===== src/rtl/plm_pkg.sv =====
// ----------------------------------------------------------------------------
// plm_pkg
// Shared types and constants of the peak limiter: field widths, register
// indexes, reset values and the sequencer state encoding.
// ----------------------------------------------------------------------------
package plm_pkg;

  localparam int SAMPLE_BITS = 24;

  localparam int GAIN_W    = 24;  // Q1.23 gain
  localparam int FRAC_W    = 23;  // fraction bits of gain
  localparam int THR_W     = 23;  // Q0.23 threshold
  localparam int COEF_W    = 24;  // Q0.24 smoothing weights
  localparam int CFG_W     = 24;  // widest register
  localparam int CFG_IDX_W = 2;

  localparam logic [CFG_IDX_W-1:0] REG_THRESHOLD = 2'd0;
  localparam logic [CFG_IDX_W-1:0] REG_ATTACK    = 2'd1;
  localparam logic [CFG_IDX_W-1:0] REG_RELEASE   = 2'd2;
  localparam logic [CFG_IDX_W-1:0] REG_ENABLE    = 2'd3;

  localparam logic [GAIN_W-1:0] GAIN_ONE    = 24'h800000;
  localparam logic [THR_W-1:0]  THR_RESET   = 23'd7476355;
  localparam logic [COEF_W-1:0] ATT_RESET   = 24'd16431308;
  localparam logic [COEF_W-1:0] REL_RESET   = 24'd16772847;

  typedef enum logic [2:0] {
    ST_IDLE,
    ST_TEST,
    ST_DIV,
    ST_GLOAD,
    ST_GAIN,
    ST_SLOAD,
    ST_SCALE,
    ST_FIN
  } plm_state_e;

  typedef struct packed {
    logic in_ready;
    logic div_start;
    logic mul_start;
    logic gain_load;
    logic res_load;
    logic out_load;
  } plm_ctrl_t;

endpackage


===== src/rtl/plm_in_if.sv =====
// ----------------------------------------------------------------------------
// plm_in_if
// Input sample channel: valid/ready handshake with one signed sample.
// ----------------------------------------------------------------------------
interface plm_in_if #(
  parameter int SAMPLE_BITS = plm_pkg::SAMPLE_BITS
);
  logic                          valid;
  logic                          ready;
  logic signed [SAMPLE_BITS-1:0] sample_in;

  modport source (output valid, output sample_in, input ready);
  modport sink   (input valid, input sample_in, output ready);
endinterface


===== src/rtl/plm_out_if.sv =====
// ----------------------------------------------------------------------------
// plm_out_if
// Output channel: valid/ready handshake with limited sample and current gain.
// ----------------------------------------------------------------------------
interface plm_out_if #(
  parameter int SAMPLE_BITS = plm_pkg::SAMPLE_BITS
);
  logic                            valid;
  logic                            ready;
  logic signed [SAMPLE_BITS-1:0]   sample_out;
  logic [plm_pkg::GAIN_W-1:0]      gain_now;

  modport source (output valid, output sample_out, output gain_now, input ready);
  modport sink   (input valid, input sample_out, input gain_now, output ready);
endinterface


===== src/rtl/peak_limiter_attack_release.sv =====
// ----------------------------------------------------------------------------
// peak_limiter_attack_release
// Feedforward peak limiter with attack/release gain smoothing, bit-serial.
// Above threshold a word takes the 23-step serial divide and two 24-step
// serial multiplies, below it only the multiplies, with limiting off neither.
// One word in flight; the next can be accepted as its output word turns valid.
// Reset: registers to defaults, gain to unity, no word pending.
// ----------------------------------------------------------------------------
module peak_limiter_attack_release #(
  parameter int SAMPLE_BITS = plm_pkg::SAMPLE_BITS
) (
  input  logic                          clk_i,
  input  logic                          rst_ni,
  plm_in_if.sink                        in_i,
  plm_out_if.source                     out_o,
  input  logic                          cfg_we_i,
  input  logic [plm_pkg::CFG_IDX_W-1:0] cfg_idx_i,
  input  logic [plm_pkg::CFG_W-1:0]     cfg_data_i
);

  localparam int SW     = SAMPLE_BITS;
  localparam int GW     = plm_pkg::GAIN_W;
  localparam int FW     = plm_pkg::FRAC_W;
  localparam int NW     = plm_pkg::THR_W + SW - 1;   // threshold numerator
  localparam int CW     = SW + FW;                   // compare width
  localparam int AW     = (SW + 1 > GW + 1) ? SW + 1 : GW + 1;

  // configuration
  logic [plm_pkg::THR_W-1:0]  thr_q;
  logic [plm_pkg::COEF_W-1:0] att_q, rel_q;
  logic                       en_q;

  plm_pkg::plm_state_e state_q, state_d;
  plm_pkg::plm_ctrl_t  ctrl;

  logic [SW-1:0] raw_q, mag_q, res_q;
  logic          neg_q;
  logic [GW-1:0] target_q, gain_q, g_new;

  logic          out_valid_q;
  logic [SW-1:0] out_sample_q;
  logic [GW-1:0] out_gain_q;

  logic                  in_acc;
  logic [NW-1:0]         num;
  logic                  over;
  logic [plm_pkg::COEF_W-1:0] coef;
  logic signed [GW:0]    diff_g;
  logic signed [AW-1:0]  mul_a;
  logic [GW-1:0]         mul_b;
  logic                  mul_done, div_done;
  logic signed [AW-1:0]  prod_hi;
  logic [GW-1:0]         prod_lo;
  logic [FW-1:0]         quot;
  logic [AW:0]           g_sum;
  logic [SW:0]           floor_s, ceil_s, neg_s;
  logic [SW-1:0]         res_new;
  logic [SW-1:0]         in_mag;

  assign in_acc = in_i.valid & ctrl.in_ready;

  always_comb begin
    in_mag = in_i.sample_in[SW-1] ? (SW'(0) - in_i.sample_in) : in_i.sample_in;
    num    = {thr_q, {(SW-1){1'b0}}};
    over   = {mag_q, {FW{1'b0}}} > CW'(num);
    coef   = (target_q < gain_q) ? att_q : rel_q;
    diff_g = $signed({1'b0, gain_q}) - $signed({1'b0, target_q});
    mul_a  = (state_q == plm_pkg::ST_GLOAD) ? AW'(diff_g) : $signed(AW'({1'b0, mag_q}));
    mul_b  = (state_q == plm_pkg::ST_GLOAD) ? coef : gain_q;
  end

  // new gain: target + round(coef * (gain - target) / 2^24), capped at unity
  always_comb begin
    g_sum = (AW+1)'({1'b0, target_q}) + (AW+1)'(prod_hi) + (AW+1)'(prod_lo[GW-1]);
    g_new = (g_sum > (AW+1)'(plm_pkg::GAIN_ONE)) ? plm_pkg::GAIN_ONE : g_sum[GW-1:0];
  end

  // output sample: floor for positive, minus ceiling of magnitude for negative
  always_comb begin
    floor_s = (SW+1)'({prod_hi, prod_lo[FW]});
    ceil_s  = floor_s + (SW+1)'(|prod_lo[FW-1:0]);
    neg_s   = (SW+1)'(0) - ceil_s;
    res_new = neg_q ? neg_s[SW-1:0] : floor_s[SW-1:0];
  end

  plm_div #(
    .D_W (SW),
    .Q_W (FW)
  ) u_div (
    .clk_i   (clk_i),
    .rst_ni  (rst_ni),
    .start_i (ctrl.div_start),
    .hi_i    (num[NW-1:FW]),
    .lo_i    (num[FW-1:0]),
    .den_i   (mag_q),
    .done_o  (div_done),
    .quot_o  (quot)
  );

  plm_mul #(
    .A_W (AW),
    .B_W (GW)
  ) u_mul (
    .clk_i   (clk_i),
    .rst_ni  (rst_ni),
    .start_i (ctrl.mul_start),
    .a_i     (mul_a),
    .b_i     (mul_b),
    .done_o  (mul_done),
    .hi_o    (prod_hi),
    .lo_o    (prod_lo)
  );

  // next state
  always_comb begin
    state_d = state_q;
    unique case (state_q)
      plm_pkg::ST_IDLE:  if (in_i.valid) state_d = plm_pkg::ST_TEST;
      plm_pkg::ST_TEST: begin
        if (!en_q)     state_d = plm_pkg::ST_FIN;
        else if (over) state_d = plm_pkg::ST_DIV;
        else           state_d = plm_pkg::ST_GLOAD;
      end
      plm_pkg::ST_DIV:   if (div_done) state_d = plm_pkg::ST_GLOAD;
      plm_pkg::ST_GLOAD: state_d = plm_pkg::ST_GAIN;
      plm_pkg::ST_GAIN:  if (mul_done) state_d = plm_pkg::ST_SLOAD;
      plm_pkg::ST_SLOAD: state_d = plm_pkg::ST_SCALE;
      plm_pkg::ST_SCALE: if (mul_done) state_d = plm_pkg::ST_FIN;
      plm_pkg::ST_FIN:   if (!out_valid_q || out_o.ready) state_d = plm_pkg::ST_IDLE;
      default:           state_d = plm_pkg::ST_IDLE;
    endcase
  end

  // outputs of the sequencer
  always_comb begin
    ctrl = '0;
    unique case (state_q)
      plm_pkg::ST_IDLE:  ctrl.in_ready  = 1'b1;
      plm_pkg::ST_TEST:  ctrl.div_start = en_q & over;
      plm_pkg::ST_DIV:   ctrl = '0;
      plm_pkg::ST_GLOAD: ctrl.mul_start = 1'b1;
      plm_pkg::ST_GAIN:  ctrl.gain_load = mul_done;
      plm_pkg::ST_SLOAD: ctrl.mul_start = 1'b1;
      plm_pkg::ST_SCALE: ctrl.res_load  = mul_done;
      plm_pkg::ST_FIN:   ctrl.out_load  = ~out_valid_q | out_o.ready;
      default:           ctrl = '0;
    endcase
  end

  always_ff @(posedge clk_i or negedge rst_ni) begin
    if (!rst_ni) begin
      state_q     <= plm_pkg::ST_IDLE;
      thr_q       <= plm_pkg::THR_RESET;
      att_q       <= plm_pkg::ATT_RESET;
      rel_q       <= plm_pkg::REL_RESET;
      en_q        <= 1'b1;
      gain_q      <= plm_pkg::GAIN_ONE;
      out_valid_q <= 1'b0;
    end else begin
      state_q <= state_d;
      if (cfg_we_i) begin
        unique case (cfg_idx_i)
          plm_pkg::REG_THRESHOLD: thr_q <= cfg_data_i[plm_pkg::THR_W-1:0];
          plm_pkg::REG_ATTACK:    att_q <= cfg_data_i[plm_pkg::COEF_W-1:0];
          plm_pkg::REG_RELEASE:   rel_q <= cfg_data_i[plm_pkg::COEF_W-1:0];
          plm_pkg::REG_ENABLE:    en_q  <= cfg_data_i[0];
          default: ;
        endcase
      end
      if (ctrl.gain_load) gain_q <= g_new;
      if (ctrl.out_load)  out_valid_q <= 1'b1;
      else if (out_o.ready) out_valid_q <= 1'b0;
    end
  end

  always_ff @(posedge clk_i) begin
    if (in_acc) begin
      raw_q <= in_i.sample_in;
      neg_q <= in_i.sample_in[SW-1];
      mag_q <= in_mag;
    end
    if (state_q == plm_pkg::ST_TEST) begin
      res_q    <= raw_q;
      target_q <= plm_pkg::GAIN_ONE;
    end
    if (state_q == plm_pkg::ST_DIV && div_done) target_q <= {1'b0, quot};
    if (ctrl.res_load) res_q <= res_new;
    if (ctrl.out_load) begin
      out_sample_q <= res_q;
      out_gain_q   <= gain_q;
    end
  end

  assign in_i.ready       = ctrl.in_ready;
  assign out_o.valid      = out_valid_q;
  assign out_o.sample_out = out_sample_q;
  assign out_o.gain_now   = out_gain_q;

endmodule


===== src/rtl/plm_div.sv =====
// ----------------------------------------------------------------------------
// plm_div
// Restoring divider, one quotient bit per cycle. The caller guarantees the
// upper numerator part is below the divisor, so the quotient fits Q_W bits.
// ----------------------------------------------------------------------------
module plm_div #(
  parameter int D_W = plm_pkg::SAMPLE_BITS,
  parameter int Q_W = plm_pkg::FRAC_W
) (
  input  logic           clk_i,
  input  logic           rst_ni,
  input  logic           start_i,
  input  logic [D_W-2:0] hi_i,
  input  logic [Q_W-1:0] lo_i,
  input  logic [D_W-1:0] den_i,
  output logic           done_o,
  output logic [Q_W-1:0] quot_o
);

  localparam int CNT_W = $clog2(Q_W);

  logic [D_W-2:0]   rem_q, rem_d;
  logic [Q_W-1:0]   lo_q;
  logic [Q_W-1:0]   quot_q;
  logic [D_W-1:0]   den_q;
  logic [CNT_W-1:0] cnt_q;
  logic             busy_q, done_q;

  logic [D_W-1:0] trial;
  logic [D_W:0]   diff;
  logic           ge;

  always_comb begin
    trial = {rem_q, lo_q[Q_W-1]};
    diff  = {1'b0, trial} - {1'b0, den_q};
    ge    = ~diff[D_W];
    rem_d = ge ? diff[D_W-2:0] : trial[D_W-2:0];
  end

  always_ff @(posedge clk_i or negedge rst_ni) begin
    if (!rst_ni) begin
      busy_q <= 1'b0;
      done_q <= 1'b0;
      cnt_q  <= '0;
    end else begin
      done_q <= 1'b0;
      if (start_i) begin
        busy_q <= 1'b1;
        cnt_q  <= '0;
      end else if (busy_q) begin
        cnt_q <= cnt_q + 1'b1;
        if (cnt_q == CNT_W'(Q_W - 1)) begin
          busy_q <= 1'b0;
          done_q <= 1'b1;
        end
      end
    end
  end

  always_ff @(posedge clk_i) begin
    if (start_i) begin
      rem_q  <= hi_i;
      lo_q   <= lo_i;
      den_q  <= den_i;
      quot_q <= '0;
    end else if (busy_q) begin
      rem_q  <= rem_d;
      lo_q   <= {lo_q[Q_W-2:0], 1'b0};
      quot_q <= {quot_q[Q_W-2:0], ge};
    end
  end

  assign done_o = done_q;
  assign quot_o = quot_q;

endmodule


===== src/rtl/plm_mul.sv =====
// ----------------------------------------------------------------------------
// plm_mul
// Serial shift-add multiplier: signed multiplicand times unsigned multiplier,
// one multiplier bit per cycle. Product is {hi_o, lo_o}.
// ----------------------------------------------------------------------------
module plm_mul #(
  parameter int A_W = plm_pkg::GAIN_W + 1,
  parameter int B_W = plm_pkg::COEF_W
) (
  input  logic                  clk_i,
  input  logic                  rst_ni,
  input  logic                  start_i,
  input  logic signed [A_W-1:0] a_i,
  input  logic [B_W-1:0]        b_i,
  output logic                  done_o,
  output logic signed [A_W-1:0] hi_o,
  output logic [B_W-1:0]        lo_o
);

  localparam int CNT_W = $clog2(B_W);

  logic [A_W-1:0]   a_q;
  logic [A_W-1:0]   acc_q;
  logic [B_W-1:0]   b_q;
  logic [B_W-1:0]   lo_q;
  logic [CNT_W-1:0] cnt_q;
  logic             busy_q, done_q;
  logic [A_W:0]     sum;

  // acc is kept halved each step; the dropped bit feeds the low product word
  always_comb begin
    sum = {acc_q[A_W-1], acc_q} + (b_q[0] ? {a_q[A_W-1], a_q} : '0);
  end

  always_ff @(posedge clk_i or negedge rst_ni) begin
    if (!rst_ni) begin
      busy_q <= 1'b0;
      done_q <= 1'b0;
      cnt_q  <= '0;
    end else begin
      done_q <= 1'b0;
      if (start_i) begin
        busy_q <= 1'b1;
        cnt_q  <= '0;
      end else if (busy_q) begin
        cnt_q <= cnt_q + 1'b1;
        if (cnt_q == CNT_W'(B_W - 1)) begin
          busy_q <= 1'b0;
          done_q <= 1'b1;
        end
      end
    end
  end

  always_ff @(posedge clk_i) begin
    if (start_i) begin
      a_q   <= a_i;
      b_q   <= b_i;
      acc_q <= '0;
      lo_q  <= '0;
    end else if (busy_q) begin
      acc_q <= sum[A_W:1];
      lo_q  <= {sum[0], lo_q[B_W-1:1]};
      b_q   <= {1'b0, b_q[B_W-1:1]};
    end
  end

  assign done_o = done_q;
  assign hi_o   = $signed(acc_q);
  assign lo_o   = lo_q;

endmodule


===== src/flat_wrapper.sv =====
// flat-port wrapper written by rule: the top's interface ports become plain ports
module peak_limiter_attack_release_flat 
#(
  parameter int SAMPLE_BITS = plm_pkg::SAMPLE_BITS
)
  (clk_i, rst_ni, cfg_we_i, cfg_idx_i, cfg_data_i, in_i_valid, in_i_sample_in, in_i_ready, out_o_valid, out_o_sample_out, out_o_gain_now, out_o_ready);
  plm_in_if #(.SAMPLE_BITS(SAMPLE_BITS)) in_i_i ();
  plm_out_if #(.SAMPLE_BITS(SAMPLE_BITS)) out_o_i ();
  input  logic clk_i;
  input  logic rst_ni;
  input  logic cfg_we_i;
  input  logic [plm_pkg::CFG_IDX_W-1:0] cfg_idx_i;
  input  logic [plm_pkg::CFG_W-1:0] cfg_data_i;
  input wire logic [$bits(in_i_i.valid)-1:0] in_i_valid;
  input wire logic [$bits(in_i_i.sample_in)-1:0] in_i_sample_in;
  output wire logic [$bits(in_i_i.ready)-1:0] in_i_ready;
  output wire logic [$bits(out_o_i.valid)-1:0] out_o_valid;
  output wire logic [$bits(out_o_i.sample_out)-1:0] out_o_sample_out;
  output wire logic [$bits(out_o_i.gain_now)-1:0] out_o_gain_now;
  input wire logic [$bits(out_o_i.ready)-1:0] out_o_ready;
  assign in_i_i.valid = in_i_valid;
  assign in_i_i.sample_in = in_i_sample_in;
  assign in_i_ready = in_i_i.ready;
  assign out_o_valid = out_o_i.valid;
  assign out_o_sample_out = out_o_i.sample_out;
  assign out_o_gain_now = out_o_i.gain_now;
  assign out_o_i.ready = out_o_ready;
  peak_limiter_attack_release #(.SAMPLE_BITS(SAMPLE_BITS)) u_core (.clk_i(clk_i), .rst_ni(rst_ni), .in_i(in_i_i), .out_o(out_o_i), .cfg_we_i(cfg_we_i), .cfg_idx_i(cfg_idx_i), .cfg_data_i(cfg_data_i));
endmodule

===== config.mk =====
export PLATFORM = sky130hd
export DESIGN_NAME = peak_limiter_attack_release_flat
export DESIGN_NICKNAME = d
export VERILOG_FILES = /design/src/rtl/plm_pkg.sv /design/src/rtl/plm_in_if.sv /design/src/rtl/plm_out_if.sv /design/src/rtl/peak_limiter_attack_release.sv /design/src/rtl/plm_div.sv /design/src/rtl/plm_mul.sv /design/src/flat_wrapper.sv
export SDC_FILE = /design/constraint.sdc
export NUM_CORES = 1
export LEC_CHECK = 0
export ABC_AREA = 1
export BUFFER_PORTS_ARGS = -buffer_cell sky130_fd_sc_hd__buf_2
export CAP_MARGIN = 5
export CORE_AREA = 2 2 236 238
export CTS_BUF_LIST = sky130_fd_sc_hd__clkbuf_8
export CTS_CLUSTER_DIAMETER = 60
export DETAILED_ROUTE_END_ITERATION = 8
export DIE_AREA = 0 0 238 240
export PLACE_DENSITY = 0.78
export SETUP_SLACK_MARGIN = 0.1
export SLEW_MARGIN = 20
export SYNTH_ARGS = -nofsm -noshare
export SYNTH_HDL_FRONTEND = slang
export SYNTH_HIERARCHICAL = 1
export SYNTH_SLANG_ARGS = --single-unit

===== constraint.sdc =====
create_clock -name clk_i -period 5.1 [get_ports clk_i]
set_clock_uncertainty 0.15 [all_clocks]
set_input_delay 0.765 -clock clk_i [delete_from_list [all_inputs] [get_ports clk_i]]
set_output_delay 0.765 -clock clk_i [all_outputs]
set_load 0.02 [all_outputs]

After elaboration in Yosys (flattened, before gate mapping)
Cells that the tools add are included.
Widths: inputs -> output; s select.
{"block": "totals", "register_bits": 427, "elab_cells": 130}
{"block": "op_classes", "addsub": 10, "magnitude_cmp": 3, "n_eq_ne": 17, "muxes": 48, "n_bitwise": 5, "n_reduce_logical": 17}
{"operator": "$mux 24", "n": 9}
{"operator": "$mux 23", "n": 6}
{"operator": "$sub 24x24->25", "n": 2}
{"operator": "$sub 1x24->24 const A", "n": 2}
{"operator": "$gt 47x46->1", "n": 1}
{"operator": "$add 25x25->26", "n": 1}
{"operator": "$add 26x1->26", "n": 1}
{"operator": "$add 26x26->26", "n": 1}
{"operator": "$gt 26x24->1 const B", "n": 1}
{"operator": "$mux 26", "n": 1}
{"operator": "$add 24x1->24", "n": 1}
{"operator": "$lt 24x24->1", "n": 1}
{"operator": "$pmux 3 s8", "n": 1}
{"operator": "$reduce_or 23->1", "n": 1}
{"operator": "$mux 1", "n": 21}
{"operator": "$mux 5", "n": 4}
{"operator": "$mux 3", "n": 6}
{"operator": "$eq 3x3->1 const B", "n": 4}
{"operator": "$add 5x1->5 const B", "n": 2}
{"operator": "$eq 5x5->1 const B", "n": 2}
{"operator": "$reduce_bool 2->1", "n": 5}
{"operator": "$ne 2x2->1 const B", "n": 4}
{"operator": "$reduce_and 2->1", "n": 4}
{"operator": "$eq 3x2->1 const B", "n": 2}
{"operator": "other kinds (14)", "n": 17}

Longest topological paths before layout
{"block": "logic_depth", "word_depth": 5, "depth_mapped": 20, "depth_no_buf": 19}

Modules after synthesis
The synthesis kept the hierarchy.
{"mod": "peak_limiter_attack_release", "n_inst": 1, "cells_each": 2006, "area_each_um2": 15452.3, "seq_area_each_um2": 6844.1}
{"mod": "plm_div", "n_inst": 1, "cells_each": 792, "area_each_um2": 5944.5, "seq_area_each_um2": 2737.6}
{"mod": "plm_mul", "n_inst": 1, "cells_each": 770, "area_each_um2": 5674.2, "seq_area_each_um2": 2627.5}

Least setup slack after synthesis
Ideal clock, no wire load.
{"block": "synth_path", "kind": "register to register", "start": "register u_core/thr_q[22] in the netlist's numbering", "end": "register u_core/u_div/lo_q[0] (netlist name)", "setup_time_ps": 428, "t_arrival_ps": 4668, "t_required_ps": 4522, "setup_slack_ps": -146, "stages_incl_launch_ff": 13, "period_less_slack_ps": 5246, "cell_sequence": "dfstp_2 -> inv_1 -> ha_1 -> nand4_1 -> nor3_1 -> nor4b_1 -> nand2_1 -> nand3_1 -> nand3_1 -> nor2_1 -> nor2_1 -> inv_1 -> clkbuf_1"}
{"element": "start: declaration", "line": "peak_limiter_attack_release.sv:29", "source": "logic [plm_pkg::THR_W-1:0] thr_q;"}
{"element": "start signal: assignment", "line": "peak_limiter_attack_release.sv:153", "source": "thr_q <= plm_pkg::THR_RESET;"}
{"element": "start signal: assignment", "line": "peak_limiter_attack_release.sv:163", "source": "plm_pkg::REG_THRESHOLD: thr_q <= cfg_data_i[plm_pkg::THR_W-1:0];"}

==> results.toml <==
[status]
run_status = "complete, no violations"

[sta]
unrepaired_setup_endpoints_after_global_routing = "no"
final-hold-violation-count = 0
finalHoldWorstSlack_ns = 0.0553
tightestPinTransition_ns = 1.08
period_minus_slack_ns = 3.70
final_max_slew_viol_count = 0
slew-limit-headroom_pct = 28.2
final_total_negative_setup_slack_ns = 0
maxClockFrequency_mhz = 270
setup_viol = 0
post-route-period-util_pct = 72.5
final.setup.worst_slack_ns = 1.40

[worst_hold_path]
holdCritPathClass = "in2async"

[die]
fp.coreArea_sq_um = 54700
ioPinCount = 105
initial_core_util_pct = 49.5
fp.dieH_microns = 240
dieArea_sq_um = 57100
fp.dieW_microns = 238
fp-row-count = 86

[placement]
detailed_place.area_sq_um = 28300
worst_case_setup_slack_after_placement_ns = 1.45
place.gp.congestion = 1.02
buffer_ports.inserted = 104
post-dp-hpwl_microns = 58100

[global_routing]
grt_max_degree = 72
grtUsageMet2_pct = 42.5
initial_antenna_violation_count = 2
grt_first_pass_wirelength_microns = 120000
globalRouteMet3Util_pct = 5.50
track_usage_pct = 27.3
grt_met1_usage_pct = 36.5
grt_busiest_layer = "met2"
overflow = 0
number_of_global_route_vias_before_repair = 22383

[worst_setup_path]
timing.critical_path.mode_cell = "sky130_fd_sc_hd__nand3_1"
timing.critical_path.slowest_stage_cell = "sky130_fd_sc_hd__inv_2"
worst_r2r_path_depth = 12
cp_num_cells = 12
worst_setup_path_end_kind = "flip-flop"
startpoint = "u_core/thr_q[21]$_DFFE_PN1P_"
crit_end = "u_core/u_div/lo_q[7]$_DFFE_PP_"
startpoint_type = "flip-flop"
critical-path-top-delay-family = "simple AND/OR/NAND/NOR gates"
path_class = "reg2reg"
slowest_delay_ns = 0.59
worst-path-max-fanout = 33
cp_num_buf_inv = 3
worstReg2RegEnd = "u_core/u_div/lo_q[7]$_DFFE_PP_"
worstPathRequired_ns = 5.30
r2r_slack_ns = 1.40
critical_path.reg2reg.startpoint = "u_core/thr_q[21]$_DFFE_PN1P_"
crit_path_cell_trace = "inv_1 > ha_1 > nand4_1 > nor3_1 > nor4b_1 > nand2_1 > nand3_1 > nand3_1 > nor2_4 > nor2_1 > inv_2 > buf_4"
worstPathArrival_ns = 3.89

[cts]
clock_latency_ns = 0.67
cts_tree = "built"
postCtsHoldBufs = 0
clk_pin_slew_ns = 0.06
cts-root-to-sink-buffers = 3
cts.htree.levels = 3
post-cts-setup-buffers = 0
cts_made_buffers = 74
numClockSinks = 448
cts_resized = 0
root_buffer = "sky130_fd_sc_hd__clkbuf_8"

[logic_synthesis]
synth_commonest_cells = "1,179 x sky130_fd_sc_hd__nand2_1, 628 x sky130_fd_sc_hd__inv_1, 276 x sky130_fd_sc_hd__nor2_1"
synth_mux_area_share_pct = 0.0416
syn_inst = 3568
synth_xor_area_share_pct = 2.20
avgSynthCellArea_sq_um = 7.59
synth_async_sr_flop_share_pct = 25.4
synth_flop_cell = "sky130_fd_sc_hd__edfxtp_1"
synthMostInstantiatedCell = "sky130_fd_sc_hd__nand2_1"
dominant_combinational_cell_family_by_area_after_synthesis = "simple AND/OR/NAND/NOR gates"
yosysSeqAreaShare_pct = 45.1
synth-compound-area-share_pct = 8.87
synth.cell_area_sq_um = 27100
yosysTopAreaCellShare_pct = 29.0
synth.area.top_cells = "sky130_fd_sc_hd__edfxtp_1 29%, sky130_fd_sc_hd__nand2_1 16%, sky130_fd_sc_hd__inv_1 8.7%"
yosysWarnings = 6
post_synth_fa_ha_maj_area_fraction_pct = 7.21
ys_seq_elements = 448
ys_types = 60
post_synth_and_or_nand_nor_area_fraction_pct = 26.3
number_of_flops_mapped_to_enable_cells_by_yosys = 261
synth_area_leader_cell = "sky130_fd_sc_hd__edfxtp_1"

[final_layout]
fin_area_sq_um = 29800
layout.filler_cells = 5066
post_route_cells_drive_above_1_share_pct = 8.59
total_number_of_nets_in_the_final_design = 3906
area.growth.synth_to_final_pct = 10.1

[route]
detail-route-antenna-nets = 0
routed-via-count = 23816
post_drt_via_cell_ratio = 5.33
avgRoutedWirePerCell_microns = 17.3
detailedRoute.firstIterationViolations = 2499
drc = 0
dr.pass1.iters = 8
wirelength_microns = 77100

[job]
max_cap_viol_count = 0

[power]
total_leakage_power_uw = 0.0154
power-per-cell-area_nw_per_um2 = 252
irDropWorstVdd_mv = 0.160
total_power_uw = 7520
==> metal layers <==
metal / share of wire, % / wire length (microns)
met5: 0 / 0
met4: 4.8 / 3730
met3: 9.3 / 7150
met2: 43 / 33500
met1: 42 / 32800
==> per-stage QoR <==
stage	util [%]	std cells
detailed placement	51.8	4326
CTS	54.5	4463
floorplan	-	3590
finish	54.5	4466
global route	54.5	4464
global placement	51.8	4326
==> worst min path at each step <==
stage	from	to	slack, ns	cells past startpoint
global route	rst_ni	u_core/u_mul/done_o$_DFF_PN0_	0.1	1
detailed placement	u_core/res_q[14]$_DFFE_PP_	u_core/out_o.sample_out[14]$_DFFE_PP_	0.25	0
finish	rst_ni	u_core/out_o.valid$_DFFE_PN0P_	0.06	1
CTS	rst_ni	u_core/u_mul/cnt_q[0]$_DFFE_PN0P_	0.06	1
global placement	u_core/res_q[23]$_DFFE_PP_	u_core/out_o.sample_out[23]$_DFFE_PP_	0.25	0
floorplan	u_core/res_q[0]$_DFFE_PP_	u_core/out_o.sample_out[0]$_DFFE_PP_	0.25	0
==> area by class of cell <==
type | count | area, sq um | share of cell area (%)
timing repair buffer | 121 | 651 | 2.18
sequential | 448 | 12200 | 41.0
clock inverter | 52 | 328 | 1.10
antenna | 3 | 7.51 | 0.0252
tap | 704 | 881 | 2.96
inverter | 630 | 2360 | 7.93
multi-input combinational | 2423 | 12200 | 40.9
clock buffer | 85 | 1170 | 3.93
==> registers in the layout, indices dropped and copies added (netlist names), 24 cells and up <==
name / count
u_core/u_div/den_q: 24
u_core/target_q: 24
u_core/u_mul/hi_o: 25
u_core/out_o.sample_out: 24
u_core/rel_q: 24
u_core/u_mul/a_q: 25
u_core/raw_q: 24
u_core/res_q: 24
u_core/u_mul/b_q: 24
u_core/out_o.gain_now: 24
u_core/att_q: 24
u_core/u_mul/lo_o: 24
u_core/gain_q: 24
==> power by group <==
group          internal [uW]  switching, uW
clock network           1660           1550
registers               3940           71.1
logic                    111            198
total                   5710           1820
==> layout by cell type, fill, tap and decap left out, types with 7 or more instances in the layout <==
cell type,n
sky130_fd_sc_hd__conb_1,23
sky130_fd_sc_hd__xor2_1,38
sky130_fd_sc_hd__a21oi_1,133
sky130_fd_sc_hd__nand3_1,143
sky130_fd_sc_hd__nand4_1,55
sky130_fd_sc_hd__o21ai_1,32
sky130_fd_sc_hd__inv_1,645
sky130_fd_sc_hd__buf_4,18
sky130_fd_sc_hd__clkinv_2,11
sky130_fd_sc_hd__a21o_1,13
sky130_fd_sc_hd__nor3_1,25
sky130_fd_sc_hd__dfstp_2,46
sky130_fd_sc_hd__clkbuf_8,85
sky130_fd_sc_hd__dfxtp_1,73
sky130_fd_sc_hd__or2_2,8
sky130_fd_sc_hd__nor4_1,10
sky130_fd_sc_hd__o21bai_1,7
sky130_fd_sc_hd__nand2_1,1179
sky130_fd_sc_hd__nand2_2,11
sky130_fd_sc_hd__edfxtp_1,261
sky130_fd_sc_hd__buf_2,103
sky130_fd_sc_hd__clkinv_1,10
sky130_fd_sc_hd__o21ai_0,164
sky130_fd_sc_hd__dfrtp_1,68
sky130_fd_sc_hd__nor2_2,10
sky130_fd_sc_hd__nor2_1,273
sky130_fd_sc_hd__xnor2_1,30
sky130_fd_sc_hd__o211ai_1,7
sky130_fd_sc_hd__o22ai_1,44
sky130_fd_sc_hd__nand3b_1,7
sky130_fd_sc_hd__ha_1,148
sky130_fd_sc_hd__a31oi_1,9
==> logic make-up after synthesis <==
| family | count (synthesis) |
|---|---|
| AO/OA/AOI/OAI | 435 |
| other | 1 |
| AND/OR/NAND/NOR | 1743 |
| flip-flops | 448 |
| multiplexers | 1 |
| adder cells (fa/ha/maj) | 153 |
| XOR/XNOR | 68 |
| buffers and inverters | 719 |
Power figures use the tool's default switching activity.
